`src/mcg_pkg.sv`:
```
// Shared types, widths and calendar tables for the month calendar grid.
// Used by mcg_ctrl, mcg_datapath and month_calendar_grid; depends on nothing.
`default_nettype none
package mcg_pkg;

    // Field widths
    localparam int YEAR_W  = 14;
    localparam int MONTH_W = 4;
    localparam int DAY_W   = 5;
    localparam int WD_W    = 3;

    // Range of accepted years
    localparam logic [YEAR_W-1:0] EPOCH_YEAR = 14'd1800;
    localparam logic [YEAR_W-1:0] MAX_YEAR   = 14'd9999;

    // Month codes
    localparam logic [MONTH_W-1:0] JANUARY  = 4'd1;
    localparam logic [MONTH_W-1:0] FEBRUARY = 4'd2;
    localparam logic [MONTH_W-1:0] DECEMBER = 4'd12;

    localparam logic [WD_W-1:0] SUNDAY   = 3'd0;
    localparam logic [WD_W-1:0] SATURDAY = 3'd6;

    localparam logic [DAY_W-1:0] LEAP_FEB_LEN = 5'd29;

    // Day sum width; only its value mod 7 matters, peak is under 13k
    localparam int SUM_W  = 15;
    // Century count width: year / 100 of a 14-bit year
    localparam int CENT_W = 8;

    // year / 100 as (year * 5243) >> 19, exact for every 14-bit year
    localparam int                PROD_W     = 27;
    localparam int                CENT_SHIFT = 19;
    localparam logic [PROD_W-1:0] CENT_RECIP = 27'd5243;
    localparam logic [YEAR_W-1:0] CENTURY    = 14'd100;

    // Days in a week, for the final mod 7 correction
    localparam logic [3:0] WEEK_LEN = 4'd7;

    // Controller to datapath commands
    typedef struct packed {
        logic load;        // capture a request word
        logic cent;        // capture year / 100
        logic year_info;   // capture leap flag, month length, centuries before
        logic calc_years;  // form the day sum of the whole years before
        logic calc_month;  // add the days of the months before, plus one
        logic emit_init;   // set day 1 and its weekday
        logic push_day;    // load a day word into the output register
        logic push_bad;    // load the invalid word into the output register
    } mcg_cmd_t;

    // Datapath to controller status
    typedef struct packed {
        logic req_ok;      // latched year and month are in range
        logic last_day;    // current day is the final day of the month
        logic out_free;    // output register can take a word this cycle
    } mcg_status_t;

    // Days before the first of a month, common year
    function automatic logic [8:0] days_before(input logic [MONTH_W-1:0] m);
        logic [8:0] d;
        case (m)
            4'd1:    d = 9'd0;
            4'd2:    d = 9'd31;
            4'd3:    d = 9'd59;
            4'd4:    d = 9'd90;
            4'd5:    d = 9'd120;
            4'd6:    d = 9'd151;
            4'd7:    d = 9'd181;
            4'd8:    d = 9'd212;
            4'd9:    d = 9'd243;
            4'd10:   d = 9'd273;
            4'd11:   d = 9'd304;
            4'd12:   d = 9'd334;
            default: d = 9'd0;
        endcase
        return d;
    endfunction

    // Length of a month, common year
    function automatic logic [DAY_W-1:0] month_len(input logic [MONTH_W-1:0] m);
        logic [DAY_W-1:0] n;
        case (m)
            4'd2:                  n = 5'd28;
            4'd4, 4'd6, 4'd9, 4'd11: n = 5'd30;
            default:               n = 5'd31;
        endcase
        return n;
    endfunction

endpackage
`default_nettype wire

```
`src/month_calendar_grid.sv`:
```
// Top level of the month calendar grid: controller plus datapath.
// Depends on mcg_pkg, mcg_ctrl and mcg_datapath.
//
//   channel | direction | ports
//   --------+-----------+------------------------------------------------------
//   s_      | in        | s_valid, s_ready, s_year[13:0], s_month[3:0]
//   m_      | out       | m_valid, m_ready, m_day_of_month[4:0], m_weekday[2:0],
//           |           | m_row_end, m_last, m_invalid
//
// A valid request puts its first day word in the output register after the range
// check, year / 100, leap and century terms, year days, month offset and weekday
// of the 1st, then one word per cycle while the output register is free (28 to 31
// words); an invalid one gives its single word. One request is in work at a time;
// the next is taken as soon as the last word sits in the output register. Reset
// (aresetn, synchronous, low) clears the controller and the output valid; a
// stalled m_ready holds the word and pauses emission.
`default_nettype none
module month_calendar_grid (
    input  wire logic                        aclk,
    input  wire logic                        aresetn,
    input  wire logic                        s_valid,
    output logic                             s_ready,
    input  wire logic [mcg_pkg::YEAR_W-1:0]  s_year,
    input  wire logic [mcg_pkg::MONTH_W-1:0] s_month,
    output logic                             m_valid,
    input  wire logic                        m_ready,
    output logic [mcg_pkg::DAY_W-1:0]        m_day_of_month,
    output logic [mcg_pkg::WD_W-1:0]         m_weekday,
    output logic                             m_row_end,
    output logic                             m_last,
    output logic                             m_invalid
);
    import mcg_pkg::*;

    mcg_cmd_t    cmd;
    mcg_status_t status;

    mcg_ctrl u_ctrl (
        .aclk    (aclk),
        .aresetn (aresetn),
        .s_valid (s_valid),
        .s_ready (s_ready),
        .status  (status),
        .cmd     (cmd)
    );

    mcg_datapath u_datapath (
        .aclk           (aclk),
        .aresetn        (aresetn),
        .cmd            (cmd),
        .status         (status),
        .s_year         (s_year),
        .s_month        (s_month),
        .m_valid        (m_valid),
        .m_ready        (m_ready),
        .m_day_of_month (m_day_of_month),
        .m_weekday      (m_weekday),
        .m_row_end      (m_row_end),
        .m_last         (m_last),
        .m_invalid      (m_invalid)
    );

endmodule
`default_nettype wire

```
`src/mcg_datapath.sv`:
```
// Datapath of the month calendar grid: request registers, century split, day sum,
// mod 7 fold, day/weekday counters and the output register. Uses mcg_pkg.
`default_nettype none
module mcg_datapath (
    input  wire logic                        aclk,
    input  wire logic                        aresetn,
    input  wire mcg_pkg::mcg_cmd_t           cmd,
    output mcg_pkg::mcg_status_t             status,
    input  wire logic [mcg_pkg::YEAR_W-1:0]  s_year,
    input  wire logic [mcg_pkg::MONTH_W-1:0] s_month,
    output logic                             m_valid,
    input  wire logic                        m_ready,
    output logic [mcg_pkg::DAY_W-1:0]        m_day_of_month,
    output logic [mcg_pkg::WD_W-1:0]         m_weekday,
    output logic                             m_row_end,
    output logic                             m_last,
    output logic                             m_invalid
);
    import mcg_pkg::*;

    logic [YEAR_W-1:0]  year_reg;
    logic [MONTH_W-1:0] month_reg;
    logic [CENT_W-1:0]  cent_reg;
    logic [CENT_W-1:0]  prev_cent_reg;
    logic [SUM_W-1:0]   sum_reg;
    logic               leap_reg;
    logic [DAY_W-1:0]   len_reg;
    logic [DAY_W-1:0]   day_reg;
    logic [WD_W-1:0]    wd_reg;

    logic               out_valid_reg;
    logic [DAY_W-1:0]   out_day_reg;
    logic [WD_W-1:0]    out_wd_reg;
    logic               out_row_end_reg;
    logic               out_last_reg;
    logic               out_invalid_reg;

    // Century split and leap terms
    logic [PROD_W-1:0]  cent_prod;
    logic [YEAR_W-1:0]  hundreds;
    logic               cent_exact;
    logic               leap_now;

    // Day sum terms
    logic [SUM_W-1:0]   prev_year;
    logic [SUM_W-1:0]   year_days;
    logic [SUM_W-1:0]   month_days;

    // Mod 7 fold: 8 = 1 mod 7, so octal digits add up to the same residue
    logic [5:0]         fold_hi;
    logic [3:0]         fold_lo;
    logic [WD_W-1:0]    first_wd;
    logic [WD_W-1:0]    wd_inc;

    // year / 100 by reciprocal multiply; exact when 100 * quotient gives the year back
    assign cent_prod  = PROD_W'(year_reg) * CENT_RECIP;
    assign hundreds   = YEAR_W'(cent_reg) * CENTURY;
    assign cent_exact = (hundreds == year_reg);
    assign leap_now   = ((year_reg[1:0] == 2'b00) && !cent_exact)
                      || (cent_exact && (cent_reg[1:0] == 2'b00));

    // Weekday of 1st: (days since year 1 + 1) mod 7, with 365 = 1 mod 7
    assign prev_year  = SUM_W'(year_reg) - SUM_W'(1);
    assign year_days  = prev_year + (prev_year >> 2) - SUM_W'(prev_cent_reg)
                      + SUM_W'(prev_cent_reg >> 2);
    assign month_days = SUM_W'(days_before(month_reg))
                      + SUM_W'(leap_reg && (month_reg > FEBRUARY))
                      + SUM_W'(1);

    // Reduce the day sum mod 7
    assign fold_hi  = 6'(sum_reg[2:0]) + 6'(sum_reg[5:3]) + 6'(sum_reg[8:6])
                    + 6'(sum_reg[11:9]) + 6'(sum_reg[14:12]);
    assign fold_lo  = 4'(fold_hi[2:0]) + 4'(fold_hi[5:3]);
    assign first_wd = (fold_lo >= WEEK_LEN) ? WD_W'(fold_lo - WEEK_LEN)
                                            : fold_lo[WD_W-1:0];

    assign wd_inc = (wd_reg == SATURDAY) ? SUNDAY : wd_reg + WD_W'(1);

    // Request, day sum and counter registers
    always_ff @(posedge aclk) begin
        if (cmd.load) begin
            year_reg  <= s_year;
            month_reg <= s_month;
        end
        if (cmd.cent) begin
            cent_reg <= cent_prod[CENT_SHIFT +: CENT_W];
        end
        if (cmd.year_info) begin
            leap_reg      <= leap_now;
            prev_cent_reg <= cent_reg - CENT_W'(cent_exact);
            len_reg       <= (leap_now && (month_reg == FEBRUARY)) ? LEAP_FEB_LEN
                                                                   : month_len(month_reg);
        end
        if (cmd.calc_years) begin
            sum_reg <= year_days;
        end else if (cmd.calc_month) begin
            sum_reg <= sum_reg + month_days;
        end
        if (cmd.emit_init) begin
            day_reg <= DAY_W'(1);
            wd_reg  <= first_wd;
        end else if (cmd.push_day) begin
            day_reg <= day_reg + DAY_W'(1);
            wd_reg  <= wd_inc;
        end
    end

    // Output register: hold a word until taken, refill in the same cycle
    always_ff @(posedge aclk) begin
        if (!aresetn) begin
            out_valid_reg <= 1'b0;
        end else if (cmd.push_day || cmd.push_bad) begin
            out_valid_reg <= 1'b1;
        end else if (m_ready) begin
            out_valid_reg <= 1'b0;
        end
    end

    always_ff @(posedge aclk) begin
        if (cmd.push_day) begin
            out_day_reg     <= day_reg;
            out_wd_reg      <= wd_reg;
            out_row_end_reg <= (wd_reg == SATURDAY);
            out_last_reg    <= status.last_day;
            out_invalid_reg <= 1'b0;
        end else if (cmd.push_bad) begin
            out_day_reg     <= '0;
            out_wd_reg      <= SUNDAY;
            out_row_end_reg <= 1'b0;
            out_last_reg    <= 1'b1;
            out_invalid_reg <= 1'b1;
        end
    end

    // Status back to the controller
    always_comb begin
        status.req_ok   = (month_reg >= JANUARY) && (month_reg <= DECEMBER)
                        && (year_reg >= EPOCH_YEAR) && (year_reg <= MAX_YEAR);
        status.last_day = (day_reg == len_reg);
        status.out_free = !out_valid_reg || m_ready;
    end

    assign m_valid        = out_valid_reg;
    assign m_day_of_month = out_day_reg;
    assign m_weekday      = out_wd_reg;
    assign m_row_end      = out_row_end_reg;
    assign m_last         = out_last_reg;
    assign m_invalid      = out_invalid_reg;

endmodule
`default_nettype wire

```
`src/mcg_ctrl.sv`:
```
// Controller of the month calendar grid: sequences capture, the century split,
// the day sum and the emission of day words or of the invalid word. Uses mcg_pkg.
`default_nettype none
module mcg_ctrl (
    input  wire logic                 aclk,
    input  wire logic                 aresetn,
    input  wire logic                 s_valid,
    output logic                      s_ready,
    input  wire mcg_pkg::mcg_status_t status,
    output mcg_pkg::mcg_cmd_t         cmd
);
    import mcg_pkg::*;

    typedef enum logic [2:0] {
        ST_IDLE,
        ST_CHECK,
        ST_CENT,
        ST_CALC,
        ST_MONTH,
        ST_INIT,
        ST_EMIT,
        ST_BAD
    } state_t;

    state_t state_reg, state_next;

    // Next state
    always_comb begin
        state_next = state_reg;
        case (state_reg)
            ST_IDLE: begin
                if (s_valid) state_next = ST_CHECK;
            end
            ST_CHECK: begin
                state_next = status.req_ok ? ST_CENT : ST_BAD;
            end
            ST_CENT: begin
                state_next = ST_CALC;
            end
            ST_CALC: begin
                state_next = ST_MONTH;
            end
            ST_MONTH: begin
                state_next = ST_INIT;
            end
            ST_INIT: begin
                state_next = ST_EMIT;
            end
            ST_EMIT: begin
                if (status.out_free && status.last_day) state_next = ST_IDLE;
            end
            ST_BAD: begin
                if (status.out_free) state_next = ST_IDLE;
            end
            default: state_next = ST_IDLE;
        endcase
    end

    // Hold state
    always_ff @(posedge aclk) begin
        if (!aresetn) begin
            state_reg <= ST_IDLE;
        end else begin
            state_reg <= state_next;
        end
    end

    // Decode commands
    always_comb begin
        cmd            = '0;
        cmd.load       = (state_reg == ST_IDLE) && s_valid;
        cmd.cent       = (state_reg == ST_CHECK);
        cmd.year_info  = (state_reg == ST_CENT);
        cmd.calc_years = (state_reg == ST_CALC);
        cmd.calc_month = (state_reg == ST_MONTH);
        cmd.emit_init  = (state_reg == ST_INIT);
        cmd.push_day   = (state_reg == ST_EMIT) && status.out_free;
        cmd.push_bad   = (state_reg == ST_BAD) && status.out_free;
    end

    assign s_ready = (state_reg == ST_IDLE);

endmodule
`default_nettype wire

```
`config.mk`:
```
export PLATFORM = sky130hd
export DESIGN_NAME = month_calendar_grid
export DESIGN_NICKNAME = d
export VERILOG_FILES = /design/src/mcg_pkg.sv /design/src/month_calendar_grid.sv /design/src/mcg_datapath.sv /design/src/mcg_ctrl.sv
export SDC_FILE = /design/constraint.sdc
export NUM_CORES = 1
export LEC_CHECK = 0
export ABC_AREA = 1
export BUFFER_PORTS_ARGS = -buffer_cell sky130_fd_sc_hd__buf_2
export CAP_MARGIN = 20
export CORE_UTILIZATION = 45
export DETAILED_ROUTE_END_ITERATION = 16
export SYNTH_ARGS = -nofsm -noshare
export SYNTH_HDL_FRONTEND = slang
export SYNTH_HIERARCHICAL = 1
export SYNTH_SLANG_ARGS = --single-unit
```
`constraint.sdc`:
```
create_clock -name aclk -period 8.8 [get_ports aclk]
set_input_delay 1.76 -clock aclk [delete_from_list [all_inputs] [get_ports aclk]]
set_output_delay 1.76 -clock aclk [all_outputs]
set_load 0.03 [all_outputs]
```
---- Word level (Yosys, flattened, before mapping) ----
Memory sizes are Yosys's and may differ from the RTL's. A register that Yosys moved wholly into a read port is not among the register bits.
Cells that the tools add are included.
operators by class
  add/sub/neg operators ................... 16
  multiply operators ...................... 2
  $lt $le $gt $ge ......................... 6
  eq/ne operators ......................... 18
  multiplexer cells ....................... 23
  reductions and logical operators ........ 25
operators with widths
  kind                      count
  $mux W15                  2
  $mux W3                   10
  $mul A14 B13 Y27 const B  1
  $pmux W3 S8               1
  $add A6 B3 Y6             3
  $add A15 B1 Y15 const B   1
  $add A15 B13 Y15          1
  $add A15 B15 Y15          1
  $add A15 B6 Y15           1
  $eq A3 B3 Y1 const B      5
  $sub A14 B1 Y15 const B   1
  $sub A15 B8 Y15           1
  $eq A14 B14 Y1            1
  $ge A14 B11 Y1 const B    1
  $le A14 B14 Y1 const B    1
  $mul A8 B5 Y12 const B    1
  $logic_and A1 B1 Y1       11
  $add A9 B1 Y10            1
  $mux W5                   2
  $add A3 B3 Y4             2
  $eq A4 B3 Y1 const B      2
  $eq A4 B4 Y1 const B      2
  $reduce_bool A2 Y1        4
  $sub A8 B1 Y8             1
  22 further kinds          33
storage, ports and cells
  bits in registers ....................... 78
  ROM bits ................................ 144
  bits of input ports ..................... 22
  output and inout port bits .............. 13
  logic and storage cells ................. 107
  memories ................................ 1
memory list
  memory           words  bits a word  read ports  clocked after memory_dff  write ports  RTL line       text
  (no name shown)  16     9            1           1                         0            mcg_pkg.sv:62  case (m)

---- Longest topological paths before layout ----
Gate-level depths: netlist of the first run.
  depth after elaboration ................. 8
  depth in mapped cells ................... 24
  gate-level depth less buffers ........... 24

---- Modules after synthesis ----
Netlist of the first run, hierarchy kept.
modules (own cells, without submodules)
  module        instances  cells an instance  area an instance (um^2)  seq. area each (um^2)
  mcg_datapath  1          1265               10732.8                  2272.2
  mcg_ctrl      1          44                 249.0                    60.1

---- Least setup slack after synthesis of the first run ----
OpenSTA, ideal clock, no wires.
  path kind ............................... input to register
  start point ............................. input port s_valid
  end point ............................... register (tool-made name)
  library setup time ...................... 0.133 ns
  arrival ................................. 4.766 ns
  data required time ...................... 8.667 ns
  setup slack ............................. 3.901 ns
  stages on the path ...................... 9
  buffers on the path ..................... 0
  cell sequence ........................... inv_1 nor3_1 inv_1 or2_2 o21ai_0 inv_1 ha_1 o21ai_0 o22ai_1
RTL lines
  item         RTL line                   text
  from (decl)  month_calendar_grid.sv:21  input wire logic s_valid,

---- Worst setup path after layout of the first run ----
  start point ............................. register u_datapath.year_reg[11]
  end point ............................... register u_datapath.cent_reg[7] (data pin)
between the ends
  cells in the longest elaborated chain, start to end .. 1
RTL lines
  item                          RTL line            text
  from (decl)                   mcg_datapath.sv:21  logic [YEAR_W-1:0] year_reg;
  from (signal assigned)        mcg_datapath.sv:82  year_reg <= s_year;
  $mul A14 B13 Y27              mcg_datapath.sv:56  assign cent_prod = PROD_W'(year_reg) * CENT_RECIP;
  net u_datapath.cent_prod[26]  mcg_datapath.sv:39  logic [PROD_W-1:0] cent_prod;
  to (signal assigned)          mcg_datapath.sv:86  cent_reg <= cent_prod[CENT_SHIFT +: CENT_W];
  to (decl)                     mcg_datapath.sv:23  logic [CENT_W-1:0] cent_reg;
The timed path passes the listed nets, and every way through them passes these cells.
A chain may end at the register's enable or synchronous reset.

==> results of run 1 <==
==> kinds of logic (layout without fill, tap and decap cells) <==
family | Yosys count | in the layout | synth area share [%]
AND/OR/NAND/NOR | 421 | 421 | 16.22
adder cells (fa/ha/maj) | 309 | 309 | 41.36
buffers and inverters | 298 | 346 | 10.20
AO/OA/AOI/OAI | 155 | 155 | 7.634
flip-flops | 84 | 84 | 21.24
XOR/XNOR | 42 | 42 | 3.350
==> per-layer routing <==
layer / routed length (um) / vias up
li1: - / 4286
met1: 11180 / 3860
met2: 12550 / 95
met3: 572 / 24
met4: 424 / 0
met5: 0 / -
==> final timing paths <==
check                                      endpoint  cells after the start
hold reg to reg   u_datapath/m_invalid$_SDFFE_PP0P_                      2
setup reg to reg   u_datapath/cent_reg[7]$_DFFE_PP_                     17
hold / removal    u_datapath/m_invalid$_SDFFE_PP0P_                      2
setup / recovery   u_datapath/cent_reg[7]$_DFFE_PP_                     17
==> area by class of cell <==
| type | instances | area, um2 | share of cell area (%) |
|---|---|---|---|
| inverters | 294 | 1105 | 9.317 |
| clock inverters | 7 | 76.32 | 0.6437 |
| multi-input cells | 927 | 7535 | 63.54 |
| repair buffers | 36 | 185.2 | 1.562 |
| clock buffers | 9 | 225.2 | 1.899 |
| well taps | 319 | 399.1 | 3.366 |
| flip-flops and latches | 84 | 2332 | 19.67 |
==> synth_stat cells, drive strengths merged (12+ instances only) <==
cell type  number
nand3          67
ha            219
xor2           31
edfxtp         65
inv           293
dfxtp          19
a21oi          66
nand4          12
nand2         241
nor2           80
fa             90
o21ai          62
==> worst reg2reg max path: cells and delay by family (launching register included) <==
| family | cells | cell delay (ps) |
|---|---|---|
| simple gates | 6 | 940 |
| compound gates | 1 | 170 |
| buf+inv | 4 | 180 |
| flops | 1 | 760 |
| fa+ha+maj | 6 | 2690 |
==> stage by stage <==
step / hold slack, ps / instance area, um2 / instances / worst slack, ps
finish: 474.6 / 11860 / 1676 / 3814
global route: 496.2 / 11860 / 1676 / 3560
CTS: 479.0 / 11860 / 1676 / 3783
detailed placement: 461.7 / 11560 / 1660 / 3798
global placement: 449.9 / 11560 / 1660 / 3861
floorplan: 464.6 / 10980 / 1309 / 3901
==> results.json, run 1 <==
{
  "synth_async_sr_flop_share_pct": 0,
  "required_ps": 8920,
  "remaining_drc_errors": 0,
  "port-buffer-count": 34,
  "final-max-slew-violation-count": 0,
  "remaining_global_route_overflow": 0,
  "minimum_setup_slack_among_reg_to_reg_paths_ps": 3810,
  "chipWidth_um": 158.2,
  "root_buffer": "sky130_fd_sc_hd__clkbuf_16",
  "boundaryPins": 35,
  "worstReg2RegStart": "u_datapath/year_reg[11]$_DFFE_PP_",
  "critPathCaptureType": "flop",
  "fin_setup_tns_ps": 0,
  "grt_use_met1_pct": 26.77,
  "hold_path.class": "flop to flop",
  "via_count_of_the_first_global_routing_pass": 8342,
  "drt-total-wl_um": 24720,
  "post_cts.resized_instances": 0,
  "yosys_most_used_dff": "sky130_fd_sc_hd__edfxtp_1",
  "use_met2_pct": 38.74,
  "antenna_found_initial": 0,
  "cts-htree-levels": 3,
  "syn-instance-count": 1309,
  "tritoncts": "done",
  "critical-path-slowest-cell": "sky130_fd_sc_hd__edfxtp_1",
  "yosys_warnings": 6,
  "post_synthesis_area_per_instance_um2": 8.389,
  "post_drt_via_cell_ratio": 4.931,
  "synth-edff-count": 65,
  "die-area_mm2": 0.02503,
  "timing.critical_path.from_type": "flop",
  "grt_max_degree": 26,
  "fill_cells": 2398,
  "cts-root-to-sink-buffers": 2,
  "wl_per_cell_um": 14.75,
  "syn_area_mm2": 0.01098,
  "slowest_delay_ps": 760,
  "grt_usage_pct": 21.47,
  "worstPathBufferInverterCount": 4,
  "dr.first_iter.drc_count": 379,
  "layout.cells.most_common": "sky130_fd_sc_hd__inv_1",
  "numClockSinks": 84,
  "hpwlAfterDp_um": 21090,
  "synth_largest_type_area_fraction_pct": 24.95,
  "worst-slew-pin-transition_ps": 901.4,
  "timing.final.crit_share_pct": 56.66,
  "tritoncts.num_buffers": 9,
  "timing.final.setup_violations": 0,
  "globalRouteMet3Util_pct": 2.847,
  "vias": 8265,
  "report.final.hold_viol_count": 0,
  "final_util_pct": 50.07,
  "layout.cells.most_common_list": "sky130_fd_sc_hd__inv_1, sky130_fd_sc_hd__nand2_1, sky130_fd_sc_hd__ha_1",
  "critical_path.cell_chain": "fa_1 > ha_1 > inv_1 > fa_1 > inv_1 > fa_1 > inv_1 > fa_1 > inv_1 > ha_1 > nand2_1 > nor4_1 > o21ai_0 > nand3_1 > nand2_1 > nand3b_1 > nand2_1",
  "critPathTopFamily": "adder cells",
  "firstDrtPassIters": 5,
  "synth.net_count": 1640,
  "synth_area_leaders": "sky130_fd_sc_hd__ha_1, sky130_fd_sc_hd__edfxtp_1, sky130_fd_sc_hd__fa_1",
  "worst_skew_pair.late_latency_ps": 360,
  "gp_congestion": 0.8819,
  "slew_headroom_pct": 39.27,
  "first_pass_grt_wire_length_um": 41030,
  "drive_gt1_share_pct": 4.864,
  "rsz0062_at_grt": "false",
  "initial_utilization_pct": 46.37,
  "ys_seq_elements": 84,
  "gr-max-usage-layer": "met2",
  "peak_freq_mhz": 200.6,
  "finalWorstPathRequiredPeriod_ps": 4986,
  "drv.max_cap_violation_count": 0,
  "critical_path_arrival_ps": 5110,
  "std_cell_rows": 56,
  "clkTransAtPathRegs_ps": 70,
  "die_h_um": 158.2,
  "synth_cell_type_count": 37,
  "synth_largest_area_cell": "sky130_fd_sc_hd__ha_1",
  "antenna_violating_nets_post_route": 0,
  "postCtsSetupRepairBufs": 0,
  "run_status": "complete, no violations",
  "crit_path_max_fanout": 10,
  "critical_path_class": "flop to flop",
  "crit_path_start": "u_datapath/year_reg[11]$_DFFE_PP_",
  "finalClockSkew_ps": 9.764,
  "nets": 1683,
  "core-area_mm2": 0.02368,
  "synth_seq_area_share_pct": 21.24,
  "cts_hold_buffers": 0,
  "num_antenna_cells": 0,
  "syn_to_final_growth_pct": 7.975,
  "hold_start": "u_datapath/m_invalid$_SDFFE_PP0P_"
}
Power of run 1 is left out: the tool's default activity adds up to more than one toggle a clock period on the data nets, which glitch-free logic cannot reach.
==> inputs of run 2 (changes only) <==
==> constraint.sdc (replaced) <==
create_clock -name aclk -period 5.2 [get_ports aclk]
set_input_delay 1.04 -clock aclk [delete_from_list [all_inputs] [get_ports aclk]]
set_output_delay 1.04 -clock aclk [all_outputs]
set_load 0.03 [all_outputs]
==> run 2 against run 1 <==
Against the previous run: routed wire length down 1.1%; first-iteration DRC count down 11%; non-clock buffer count up 7; sequential share of layout area down 0.087 points; clock skew up 0.70 ps; utilization up 0.22 points; register-to-register slack worse by 3400 ps; critical path type unchanged; largest cell class unchanged.
==> results.json, run 2 (synthesis results as in run 1) <==
{
  "timing.critical_path.to": "u_datapath/cent_reg[4]$_DFFE_PP_",
  "met3_length_um": 558,
  "tritoncts.num_buffers": 9,
  "gp_congestion": 0.8920,
  "placedInstanceArea_mm2": 0.01161,
  "dp_slack_ps": 361.2,
  "remaining_drc_errors": 0,
  "required_ps": 5300,
  "run_status": "complete, no violations",
  "die-area_mm2": 0.02503,
  "topRoutingLayerUsed": "met4",
  "via_count_of_the_first_global_routing_pass": 8165,
  "layout.cells.most_common": "sky130_fd_sc_hd__inv_1",
  "final-max-slew-violation-count": 0,
  "std_cell_rows": 56,
  "critical_path_class": "flop to flop",
  "layout.cells.most_common_list": "sky130_fd_sc_hd__inv_1, sky130_fd_sc_hd__nand2_1, sky130_fd_sc_hd__ha_1",
  "dr.first_iter.drc_count": 336,
  "drt-total-wl_um": 24450,
  "tritoncts": "done",
  "fill_cells": 2335,
  "drv.max_cap_violation_count": 0,
  "wl_per_cell_um": 14.53,
  "timing.final.crit_share_pct": 92.62,
  "finalWorstPathRequiredPeriod_ps": 4816,
  "critical_path.cell_chain": "inv_1 > fa_1 > inv_1 > ha_1 > fa_1 > fa_1 > inv_1 > fa_1 > inv_1 > ha_1 > nand2_1 > nand2_1 > a21boi_0 > o31ai_1 > nand2_1 > nand3_1 > xor2_1",
  "num_antenna_cells": 0,
  "detail_route.wirelength.met1_um": 11240,
  "antenna_violating_nets_post_route": 0,
  "finalClockSkew_ps": 10.47,
  "report.final.hold_viol_count": 0,
  "hold_path.class": "flop to flop",
  "drive_gt1_share_pct": 5.352,
  "worst_skew_pair.late_latency_ps": 360,
  "first_pass_grt_wire_length_um": 40080,
  "peak_freq_mhz": 207.6,
  "minimum_setup_slack_among_reg_to_reg_paths_ps": 380,
  "fin_setup_tns_ps": 0,
  "worst-slew-pin-transition_ps": 938.0,
  "setup_slack_ps": 384.0,
  "crit_path_max_fanout": 8,
  "syn_to_final_growth_pct": 8.454,
  "worstReg2RegEnd": "u_datapath/cent_reg[4]$_DFFE_PP_",
  "chipWidth_um": 158.2,
  "slew_headroom_pct": 37.23,
  "numClockSinks": 84,
  "slowest_delay_ps": 590,
  "crit_path_start": "u_datapath/year_reg[5]$_DFFE_PP_",
  "die_h_um": 158.2,
  "post_drt_via_cell_ratio": 4.897,
  "initial_utilization_pct": 46.37,
  "critical_path_arrival_ps": 4920,
  "root_buffer": "sky130_fd_sc_hd__clkbuf_16",
  "boundaryPins": 35,
  "hpwlAfterDp_um": 21190,
  "route.met2.wl_um": 12140,
  "grt_max_degree": 26,
  "timing.final.setup_violations": 0,
  "timing.critical_path.from_type": "flop",
  "core-area_mm2": 0.02368,
  "final_cell_area_mm2": 0.01191,
  "cts-root-to-sink-buffers": 2,
  "cts_hold_buffers": 0,
  "grt_usage_pct": 20.99,
  "remaining_global_route_overflow": 0,
  "vias": 8241,
  "cts-htree-levels": 3,
  "critPathCaptureType": "flop",
  "nets": 1690,
  "postCtsSetupRepairBufs": 0,
  "critical-path-slowest-cell": "sky130_fd_sc_hd__fa_1",
  "antenna_found_initial": 0,
  "firstDrtPassIters": 5,
  "post_cts.resized_instances": 0,
  "ff2ff_path_depth": 17,
  "worstReg2RegStart": "u_datapath/year_reg[5]$_DFFE_PP_",
  "clkTransAtPathRegs_ps": 70,
  "rsz0062_at_grt": "false",
  "port-buffer-count": 34
}
run 2: changes by cell type in the layout (fill, tap and decap cells not counted):
cell and change:
sky130_fd_sc_hd__buf_4 +7
run 2: metrics by stage:
| step | utilization, % | hold slack, ps | std cells |
|---|---|---|---|
| 2_1_floorplan | - | 464.6 | 1309 |
| 3_3_place_gp | 49.02 | 452.0 | 1667 |
| 3_5_place_dp | 49.02 | 465.0 | 1667 |
| 4_1_cts | 50.29 | 480.6 | 1683 |
| 5_1_grt | 50.29 | 493.9 | 1683 |
| 6_report | 50.29 | 482.5 | 1683 |
run 2: layout make-up:
| cell class | instances | area [um2] | share of cell area [%] |
|---|---|---|---|
| clock inverter | 7 | 76.32 | 0.6408 |
| clock buffer | 9 | 225.2 | 1.891 |
| tap | 319 | 399.1 | 3.351 |
| timing repair buffer | 43 | 237.7 | 1.996 |
| inverter | 294 | 1105 | 9.276 |
| sequential | 84 | 2332 | 19.58 |
| multi-input combinational | 927 | 7535 | 63.26 |
run 2: worst min-delay path by stage:
stage	startpoint	endpoint	depth (start not counted)
floorplan	u_datapath/day_reg[3]$_SDFFE_PP0P_	u_datapath/day_reg[3]$_SDFFE_PP0P_	2
global placement	u_datapath/m_invalid$_SDFFE_PP0P_	u_datapath/m_invalid$_SDFFE_PP0P_	2
detailed placement	u_datapath/m_invalid$_SDFFE_PP0P_	u_datapath/m_invalid$_SDFFE_PP0P_	2
CTS	u_datapath/m_invalid$_SDFFE_PP0P_	u_datapath/m_invalid$_SDFFE_PP0P_	2
global route	u_datapath/m_invalid$_SDFFE_PP0P_	u_datapath/m_invalid$_SDFFE_PP0P_	2
finish	u_datapath/m_invalid$_SDFFE_PP0P_	u_datapath/m_invalid$_SDFFE_PP0P_	2
run 2: per-layer routing:
metal / vias up / track usage [%]
met4: 0 / 6.090
met5: - / 0
met3: 22 / 2.655
met2: 108 / 37.28
met1: 3807 / 26.46
li1: 4304 / -
run 2: critical path, delay by kind of cell, from the launching register on:
family | cells | cell delay [ps]
AO/OA/AOI/OAI | 2 | 430
XOR/XNOR | 1 | 180
adder cells (fa/ha/maj) | 6 | 2690
buffers and inverters | 4 | 410
flip-flops | 1 | 490
AND/OR/NAND/NOR | 4 | 350
Power of run 2 is left out for the same reason.
